--- src/ba_pkg.sv ---
// Shared types, constants and helpers of the buddy allocator.
package ba_pkg;

	localparam int HEAP_ORDER_DEF   = 16;
	localparam int MIN_ORDER_DEF    = 6;
	localparam int HEADER_BYTES_DEF = 32;
	localparam int MAX_HEAP_ORDER   = 26;
	localparam int MIN_SLACK        = 4;

	localparam int REQ_W   = 32;
	localparam int OFF_W   = 16;
	localparam int BYTES_W = 17;
	localparam int ORD_W   = 5;          // holds any order up to MAX_HEAP_ORDER
	localparam int SIZE_W  = REQ_W + 1;  // request plus header
	localparam int SORD_W  = 6;          // order of a SIZE_W value, up to SIZE_W

	typedef enum logic {
		OP_ALLOC = 1'b0,
		OP_FREE  = 1'b1
	} opcode_t;

	typedef enum logic [1:0] {
		ST_OK           = 2'd0,
		ST_ALLOC_FAIL   = 2'd1,
		ST_FREE_IGNORED = 2'd2
	} status_t;

	typedef struct packed {
		opcode_t            opcode;
		logic [REQ_W-1:0]   size_bytes;
		logic [OFF_W-1:0]   free_offset;
	} cmd_t;

	typedef struct packed {
		status_t            status;
		logic [OFF_W-1:0]   payload_offset;
		logic [BYTES_W-1:0] granted_bytes;
		logic [BYTES_W-1:0] inuse_bytes;
		logic [BYTES_W-1:0] peak_bytes;
	} result_t;

	// Smallest o with 2^o >= v; used on constants at elaboration.
	function automatic int ceil_log2(input longint v);
		int o;
		o = 0;
		for (int i = 0; i < 63; i++) begin
			if ((64'd1 << i) < v) begin
				o = i + 1;
			end
		end
		return o;
	endfunction

endpackage

--- src/ba_size_order.sv ---
// Block order needed for a request size: smallest o with 2^o >= size.
module ba_size_order (
	input  logic [ba_pkg::SIZE_W-1:0] size,
	output logic [ba_pkg::SORD_W-1:0] order
);
	import ba_pkg::*;

	// Each compare is independent; the highest threshold passed sets the order.
	always_comb begin
		order = '0;
		for (int i = 0; i < SIZE_W; i++) begin
			if ((SIZE_W + 1)'(size) > ((SIZE_W + 1)'(1) << i)) begin
				order = SORD_W'(i + 1);
			end
		end
	end

endmodule

--- config.mk ---
export PLATFORM = sky130hd
export DESIGN_NAME = ba_size_order
export DESIGN_NICKNAME = d
export VERILOG_FILES = /design/src/ba_pkg.sv /design/src/ba_size_order.sv
export SDC_FILE = /design/constraint.sdc
export NUM_CORES = 1
export LEC_CHECK = 0
export ABC_CLOCK_PERIOD_IN_PS = 3300
export BUFFER_PORTS_ARGS = -buffer_cell sky130_fd_sc_hd__buf_2
export CAP_MARGIN = 0
export CORE_MARGIN = 2
export CORE_UTILIZATION = 51
export DETAILED_ROUTE_END_ITERATION = 8
export PLACE_DENSITY = 0.85
export SLEW_MARGIN = 20
export SYNTH_ARGS = -nofsm -noshare
export SYNTH_HDL_FRONTEND = slang
export SYNTH_SLANG_ARGS = --single-unit
export TNS_END_PERCENT = 10
--- constraint.sdc ---
create_clock -name vclk -period 3.3
set_clock_uncertainty 0.2 [all_clocks]
set_input_delay 0.33 -clock vclk [all_inputs]
set_output_delay 0.33 -clock vclk [all_outputs]
set_load 0.05 [all_outputs]
After elaboration in Yosys (flattened, before gate mapping). Cells that the tools add are included.

Output and inout port bits: 6. Bits in registers: 0. Word-level logic and storage cells: 66. Input bits: 33.

Mux-type cells: 33. Order comparisons: 33.

Operators with widths (number): 6-bit two-way mux (32); 33-bit by 1-bit > comparator with 1-bit output, second input constant (1); 33-bit by 10-bit > comparator with 1-bit output, second input constant (1); 33-bit by 11-bit > comparator with 1-bit output, second input constant (1); 33-bit by 12-bit > comparator with 1-bit output, second input constant (1); 33-bit by 13-bit > comparator with 1-bit output, second input constant (1); 33-bit by 14-bit > comparator with 1-bit output, second input constant (1); 33-bit by 15-bit > comparator with 1-bit output, second input constant (1); 33-bit by 16-bit > comparator with 1-bit output, second input constant (1); 33-bit by 17-bit > comparator with 1-bit output, second input constant (1); 33-bit by 18-bit > comparator with 1-bit output, second input constant (1); 33-bit by 19-bit > comparator with 1-bit output, second input constant (1); 33-bit by 2-bit > comparator with 1-bit output, second input constant (1); 33-bit by 20-bit > comparator with 1-bit output, second input constant (1); 33-bit by 21-bit > comparator with 1-bit output, second input constant (1); 33-bit by 22-bit > comparator with 1-bit output, second input constant (1); 33-bit by 23-bit > comparator with 1-bit output, second input constant (1); 33-bit by 24-bit > comparator with 1-bit output, second input constant (1); 33-bit by 25-bit > comparator with 1-bit output, second input constant (1); 33-bit by 26-bit > comparator with 1-bit output, second input constant (1); 33-bit by 27-bit > comparator with 1-bit output, second input constant (1); 33-bit by 28-bit > comparator with 1-bit output, second input constant (1); 33-bit by 29-bit > comparator with 1-bit output, second input constant (1); 33-bit by 3-bit > comparator with 1-bit output, second input constant (1); other kinds (11) (11).

Depth between registers and ports, before layout. Gate-level depths: netlist of run 1.

Depth after elaboration: 34. Depth in mapped cells: 8. Depth with buffers taken out: 8.

Least setup slack after synthesis of run 1. No wires, ideal clock.

Path kind: in2out. Start: input size[7] (netlist bit). End: output order[2] (netlist bit). Stages on the path: 7. Arrival: 2913 ps. Setup slack: -143 ps. Data required time: 2770 ps. Buffers on the path: 0. Cell sequence: nor4_1 > nand4_1 > and4b_1 > nand3_1 > nor3_1 > o21bai_1 > o22ai_1.

Cells in the longest elaborated chain, start to end: 32. Elaborated cells between the ends (all ways): 62. Classes of those cells: order compare: 31; mux: 31.

Ends and longest elaborated chain: start, declared (line ba_size_order.sv:3) `input logic [ba_pkg::SIZE_W-1:0] size,`; 33-bit by 3-bit > comparator with 1-bit output (line ba_size_order.sv:12) `if ((SIZE_W + 1)'(size) > ((SIZE_W + 1)'(1) << i)) begin`; 6-bit two-way mux (30 in a row) (line ba_size_order.sv:12); 6-bit two-way mux (*) (line ba_size_order.sv:12); end, declared (line ba_size_order.sv:4) `output logic [ba_pkg::SORD_W-1:0] order`.

Mark *: on every way between the ends. The rest lies on a longest branch, timed or not.

Worst setup path after layout of run 1.
Start: input size[7] (netlist bit). End: output order[0] (netlist bit).

Cells in the longest elaborated chain, start to end: 34. Elaborated cells between the ends (all ways): 66. Classes of those cells: order compare: 33; mux: 33.

Ends and longest elaborated chain (line): 33-bit by 1-bit > comparator with 1-bit output (ba_size_order.sv:12); 1-bit two-way mux (ba_size_order.sv:12); 6-bit two-way mux (31 in a row) (ba_size_order.sv:12); 6-bit two-way mux (*) (ba_size_order.sv:12).

Marked as above.

==> results of run 1 <==
==> cells in the mapped netlist, types with 3 or more instances <==
cell	count	share of area
a31oi_1	3	0.021
a21oi_1	9	0.049
o22ai_1	3	0.021
a211o_1	4	0.038
nor2_1	13	0.053
o21ai_0	6	0.033
nor4_1	5	0.034
or3_1	3	0.021
nand3_1	6	0.033
o31ai_1	3	0.025
inv_1	5	0.021
nor3_1	8	0.044
nand2_1	13	0.053
nand3b_1	3	0.025
nor3_2	3	0.033
or4_1	3	0.025
==> cell type report <==
| type | count | area, um2 | area share |
|---|---|---|---|
| Inverter | 5 | 18.8 | 0.0150 |
| Multi-Input combinational cell | 131 | 948 | 0.757 |
| Tap cell | 25 | 31.3 | 0.0250 |
| Timing Repair Buffer | 46 | 254 | 0.203 |
==> through the flow <==
stage | TNS, ns | worst slack, ns
global route | 0 | 0.0330
CTS | 0 | 0.102
detailed placement | 0 | 0.108
floorplan | -0.0729 | -0.0383
global placement | 0 | 0.116
finish | 0 | 0.168
==> cells by family after synthesis <==
kind of cell    Yosys count  share of synthesized area
simple gates             76                      0.510
buf+inv                   5                     0.0206
mux                       2                     0.0219
compound gates           53                      0.448
==> cells in the final DEF (no fill, tap or decap), types with 2 or more instances in the layout <==
cell type / synthesis / final
a2111oi_0: 2 / 2
a211o_1: 4 / 4
a211oi_1: 2 / 2
a211oi_2: 2 / 2
a21boi_1: 2 / 2
a21oi_1: 9 / 9
a31oi_1: 3 / 3
buf_2: 0 / 38
buf_4: 0 / 7
inv_1: 5 / 5
mux2i_1: 2 / 2
nand2_1: 13 / 13
nand2b_1: 2 / 2
nand3_1: 6 / 6
nand3b_1: 3 / 3
nand4_1: 2 / 2
nor2_1: 13 / 13
nor3_1: 8 / 6
nor3_2: 3 / 3
nor3_4: 0 / 2
nor4_1: 5 / 3
nor4_4: 1 / 2
nor4b_1: 2 / 2
o21ai_0: 6 / 6
o21bai_1: 2 / 2
o22ai_1: 3 / 2
o311ai_0: 2 / 2
o31a_1: 2 / 2
o31ai_1: 3 / 3
or3_1: 3 / 3
or4_1: 3 / 2
or4_4: 2 / 3
==> final timing paths <==
check	start	endpoint	slack, ns	cells after the start
max	size[7]	order[0]	0.17	9
min	size[32]	order[1]	0.90	3
==> worst max-delay path, stage by stage <==
cell       delay (ns)
buf_2            0.14
or4_4            0.56
or4_1            0.41
a211o_1          0.36
nand4_1          0.11
and3_4           0.20
a2111oi_4        0.07
a211oi_2         0.23
buf_6            0.19
==> routing by layer <==
metal	part of all wire	GRT usage	vias to the layer above
met5	0	0	-
met4	0.0046	0.0457	0
met3	0.059	0.0118	2
met2	0.48	0.483	59
met1	0.46	0.428	630
li1	-	-	658
==> power by group through the flow <==
stage	combinational [uW]	sequential, uW	clock, uW
3_3_place_gp	90.8	0	0
5_1_grt	109	0	0
2_1_floorplan	43.6	0	0
6_report	102	0	0
4_1_cts	95.0	0	0
3_5_place_dp	94.5	0	0
==> what timing repair did <==
item / 4_1_cts / 5_1_grt
endpoints found under the setup margin: 0 / 5
hold buffers: 0 / 0
gates resized for setup: 0 / 11
setup buffers: 0 / 0
==> Flow_metrics.wiki, run 1 <==
{| class="wikitable"
! Metric !! Value
|-
| Comb power frac || 1.000
|-
| Number of max-slew violations in the final report || 0
|-
| Number of global-route vias before repair || about 1100
|-
| Biggest fanout along the worst timing path || 6
|-
| Status || completed
|-
| Minimum clock period after layout || about 3.1 ns
|-
| Total routed wirelength || 3.07 mm
|-
| Total chip power || between 100 and 150 uW
|-
| Headroom to the max-slew limit || 0.639
|-
| Power dissipated by switching net loads || between 60 and 70 uW
|-
| Fraction of the yosys area taken by sequential cells || 0
|-
| Worst setup SP type || primary input
|-
| Total of endpoints with negative setup slack in the final report || 0
|-
| Remaining Overflow, GRT || 0
|-
| Number of sequential cells || 0
|-
| Post-Route Utilization || 0.733
|-
| Iteration count of the initial detailed-routing pass || 4
|-
| F_max || 0.319 GHz
|-
| # rows || 15
|-
| Number of clock buffers in the layout || 0
|-
| Worst Setup Path Type || primary input to output port
|-
| Warning count from the yosys run || 0
|-
| Worst hold path type || primary input to output port
|-
| Worst hold slack after final layout || about 0.9 ns
|-
| Design Area, Final || approximately 0.0013 mm2
|-
| Starting density of the core || 0.535
|-
| Netlist area before placement || about 910 um2
|-
| Wirelength per Cell || 14.8 um
|-
| Max-cap violation count || 0
|-
| Maximum number of pins on one net before global-route repair || 8
|-
| Remaining routing DRC violations || 0
|-
| All-Layer GR Usage || 0.294
|-
| Global-route wire length before repair || between 4 and 5 mm
|-
| Arrival time worst endpoint || about 2.6 ns
|-
| Area after DPL || 0.00120 mm2
|-
| Number of vias in the routed layout || 1349
|-
| Number of antenna violations at the first check in global routing || 0
|-
| Power Dens Cells || approximately 80 mW/mm2
|-
| Worst IR Drop VDD || 0.0000552 V
|-
| Crit end category || output port
|-
| # IOs || 39
|-
| Total of fill cells in the finished design || 141
|-
| Worst endpoint required time || ~2.8 ns
|-
| Net count after synthesis || 169
|-
| Placer's final routability congestion estimate || approximately 1
|-
| N_diodes || 0
|-
| Violation count after the first detailed-route iteration || 38
|-
| Share of cells above drive strength 1 || 0.396
|-
| Final HPWL DP || 2.49 mm
|-
| Core region area || about 0.0017 mm2
|-
| Sequential power share || 0
|-
| Cell total after placement || 207
|-
| DIE AREA || 0.00215 mm2
|-
| Post-layout instance count excluding filler cells || 207
|-
| Via density per instance || 6.52
|-
| Growth of design area from synthesis to finish || 37.1%
|-
| Clock network fraction of total power || 0
|-
| FF/Latch Area || 0 um2
|-
| Leakage || 0.000442 uW
|-
| Switching part of the total power || 0.647
|-
| Slew @ Worst Pin || 0.536 ns
|-
| Post-route clock period utilization || 0.949
|-
| Die outline width || 46.3 um
|-
| Internal Dissipation || 35.9 uW
|-
| Number of port buffers || 39
|-
| Netlist cell types || 50
|-
| Instance count of the mapped netlist || 136
|-
| Routed Antenna Nets || 0
|-
| Synthesized area divided by synthesized cell count || about 6.7 um2
|-
| Layout net count || 217
|-
| Die Y-Extent || around 46 um
|-
| Final Hold Violating Endpoints || 0
|-
| Unrepaired setup endpoints after global routing || false
|}
Power figures use the tool's default switching activity.
==> inputs of run 2 (changes only) <==
==> constraint.sdc (replaced) <==
create_clock -name vclk -period 3.3
set_clock_uncertainty 0.2 [all_clocks]
set_input_delay 0.66 -clock vclk [all_inputs]
set_output_delay 0.66 -clock vclk [all_outputs]
set_load 0.05 [all_outputs]
==> Flow_metrics.wiki, run 2 <==
{| class="wikitable"
! Metric !! Value
|-
| Commonest cells in the synthesized netlist || 13 x nand2_1, 13 x nor2_1, 9 x a21oi_1
|-
| Dominant combinational cell family by area after synthesis || simple AND/OR/NAND/NOR gates
|-
| Library cell occupying the most area in the post-synthesis netlist || nand2_1
|-
| Fraction of synthesized cell area taken by the top area cell type || 0.0534 (unchanged)
|-
| Status || stopped before the end
|-
| Netlist cell types || 50 (unchanged)
|-
| Post-Synth Adder-Cell Area || 0 (unchanged)
|-
| Die Y-Extent || 46.3 um (unchanged)
|-
| # IOs || 39 (unchanged)
|-
| Compound-Gate Fraction of Synth Area || 0.448 (unchanged)
|-
| Placer's final routability congestion estimate || 0.985 (-4.0%)
|-
| Fraction of synthesized area in multiplexers || 0.0219 (unchanged)
|-
| Starting density of the core || 0.535 (unchanged)
|-
| Netlist area before placement || 913 um2 (unchanged)
|-
| Synthesized area divided by synthesized cell count || 6.72 um2 (unchanged)
|-
| Top cells by area, synth || nand2_1 5.3%, nor2_1 5.3%, a21oi_1 4.9%
|-
| Die outline width || 46.3 um (unchanged)
|-
| Warning count from the yosys run || 0 (unchanged)
|-
| Tool error || [ERROR DPL-0038] Utilization greater than 100%, impossible to legalize
|-
| Net count after synthesis || 169 (unchanged)
|-
| # rows || 15 (unchanged)
|-
| Number of port buffers || 39 (unchanged)
|-
| Fraction of the mapped netlist area in simple logic gates || 0.510 (unchanged)
|-
| Xor and xnor fraction of the mapped netlist area || 0 (unchanged)
|-
| Fraction of the yosys area taken by sequential cells || 0 (unchanged)
|-
| Exit stage || detailed placement
|-
| Instance count of the mapped netlist || 136 (unchanged)
|}
## run 2: stage by stage
stage / cells / hold slack [ns] / worst slack [ns] / TNS, ns
floorplan: 136 / 1.24 / -0.240 / -0.794
global placement: 268 / 1.64 / -0.464 / -1.74
## run 2: cell families after synthesis
group                  Yosys count
AOI/OAI and AO/OA               53
buffers and inverters            5
and+or+nand+nor                 76
muxes                            2
==> inputs of run 3 (changes only) <==
--- a/config.mk
+++ b/config.mk
@@ -8,10 +8,10 @@
 export ABC_CLOCK_PERIOD_IN_PS = 3300
 export BUFFER_PORTS_ARGS = -buffer_cell sky130_fd_sc_hd__buf_2
 export CAP_MARGIN = 0
-export CORE_MARGIN = 2
-export CORE_UTILIZATION = 51
+export CORE_AREA = 2 2 63 65
 export DETAILED_ROUTE_END_ITERATION = 8
-export PLACE_DENSITY = 0.85
+export DIE_AREA = 0 0 65 67
+export PLACE_DENSITY_LB_ADDON = 0.15
 export SLEW_MARGIN = 20
 export SYNTH_ARGS = -nofsm -noshare
 export SYNTH_HDL_FRONTEND = slang
==> Flow_metrics.wiki, run 3 (synthesized netlist as in run 1, its figures left out) <==
{| class="wikitable"
! Metric !! Value
|-
| Final Hold Violating Endpoints || 0
|-
| Share of cells above drive strength 1 || 0.648
|-
| Beginning of the worst hold path || size[32]
|-
| Post-Route Utilization || 0.557
|-
| Starting density of the core || 0.253 (-0.282)
|-
| Number of sequential cells || 0
|-
| Violation count after the first detailed-route iteration || 78
|-
| Total of fill cells in the finished design || 360
|-
| Number of antenna violations at the first check in global routing || 0
|-
| Post-layout instance count excluding filler cells || 301
|-
| Cell total after placement || approximately 300
|-
| Number of clock buffers in the layout || 0
|-
| Minimum clock period after layout || about 3.7 ns
|-
| Die outline width || 65 um (+40%)
|-
| Number of port buffers || 39 (unchanged)
|-
| Growth of design area from synthesis to finish || 120%
|-
| Crit end category || output port
|-
| Buffer count from post-CTS setup fixing || 0
|-
| Crit path launch || size[22]
|-
| Headroom to the max-slew limit || 0.767
|-
| Total of endpoints with negative setup slack in the final report || 6
|-
| Slew @ Worst Pin || 0.345 ns
|-
| Total routed wirelength || between 4 and 5 mm
|-
| Remaining routing DRC violations || 0
|-
| Setup WS pre-CTS || -0.517 ns
|-
| Summed negative setup slack over all endpoints || -1.61 ns
|-
| Iteration count of the initial detailed-routing pass || 4
|-
| Worst Setup Path Type || primary input to output port
|-
| Leakage || 0.000799 uW
|-
| Arrival time worst endpoint || ~2.9 ns
|-
| Worst IR Drop VDD || 0.0000550 V
|-
| F_max || 0.270 GHz
|-
| # IOs || 39 (unchanged)
|-
| Placer's final routability congestion estimate || 0.859 (-13%)
|-
| Number of cells traversed by the worst hold path || 4
|-
| Worst hold path type || primary input to output port
|-
| Commonest non-fill, non-tap cell in the layout || buf_4
|-
| Worst-case setup margin in the final layout || -0.408 ns
|-
| Total chip power || 159 uW
|-
| Biggest fanout along the worst timing path || 3
|-
| Die Y-Extent || 67 um (+45%)
|-
| Power Dens Cells || 79.1 mW/mm2
|-
| Status || complete, but fails checks
|-
| Leading cell types in the layout, fill and taps excluded || 81 x buf_4, 31 x buf_2, 13 x nand2_1, 11 x nor2_1, 8 x a21oi_1
|-
| DIE AREA || approximately 0.0044 mm2
|-
| Unrepaired setup endpoints after global routing || true
|-
| N_diodes || 0
|-
| Hold-fix buffer count after cts || 0
|-
| Final HPWL DP || 3.35 mm
|-
| Number of max-slew violations in the final report || 0
|-
| FF/Latch Area || 0 um2
|-
| Via density per instance || 5.27
|-
| Number of vias in the routed layout || ~1600
|-
| All-Layer GR Usage || 0.189
|-
| Routed Antenna Nets || 0
|-
| Layout net count || 288
|-
| Global-route wire length before repair || 6.71 mm
|-
| Worst setup SP type || primary input
|-
| Maximum number of pins on one net before global-route repair || 7
|-
| Endpoint, Worst Hold || order[1]
|-
| Core region area || ~0.0036 mm2
|-
| Remaining Overflow, GRT || 0
|-
| Area used by multi-input combinational logic || 0.00111 mm2
|-
| Max-cap violation count || 0
|-
| Post-route clock period utilization || 1.12
|-
| Wirelength per Cell || 13.5 um
|-
| # rows || 22 (+7)
|-
| Number of global-route vias before repair || 1591
|-
| Worst endpoint required time || 2.44 ns
|-
| Failing checks || setup timing
|}
==> run 3: worst max-delay path by stage <==
stage	endpoint	depth (start not counted)
after floorplan	order[0]	7
final	order[0]	10
after global placement	order[0]	9
after detailed placement	order[0]	9
after CTS	order[1]	11
after global routing	order[0]	11
==> run 3: stage by stage <==
step           hold WS (ns)  area [um2]
2_1_floorplan          1.24        1010
3_3_place_gp           1.64        1850
3_5_place_dp           1.65        1850
4_1_cts                1.64        1920
5_1_grt                1.65        2010
6_report               1.63        2010
==> run 3: timing repair <==
action / 4_1_cts / 5_1_grt
pin swaps: 4 / 6
setup endpoints to repair: 6 / 6
gates resized for setup: 19 / 18
==> run 3: where the power goes <==
part	internal [uW]	switching (uW)	total, uW
clock	0	0	0
combinational	77.2	81.6	159
sequential	0	0	0
total	77.2	81.6	159
==> run 3: final cells by class <==
cell class / instances / area share
well taps: 48 / 0.0299
repair buffers: 117 / 0.408
multi-input cells: 131 / 0.552
inverters: 5 / 0.00935
==> run 3: critical path, cell delays in order <==
cell	delay [ns]
buf_2	0.11
or3_1	0.42
nor3_4	0.16
nand3_2	0.15
a211oi_2	0.22
a21oi_1	0.08
or3_4	0.38
a2111oi_4	0.44
a211oi_4	0.05
buf_6	0.17
==> run 3: metal layers <==
| layer | routed length (um) | global-route usage | vias to the layer above |
|---|---|---|---|
| met5 | 0 | 0 | - |
| met2 | 2210 | 0.396 | 41 |
| li1 | - | - | 799 |
| met4 | 50 | 0.0239 | 0 |
| met1 | 1650 | 0.210 | 741 |
| met3 | 145 | 0.0101 | 5 |
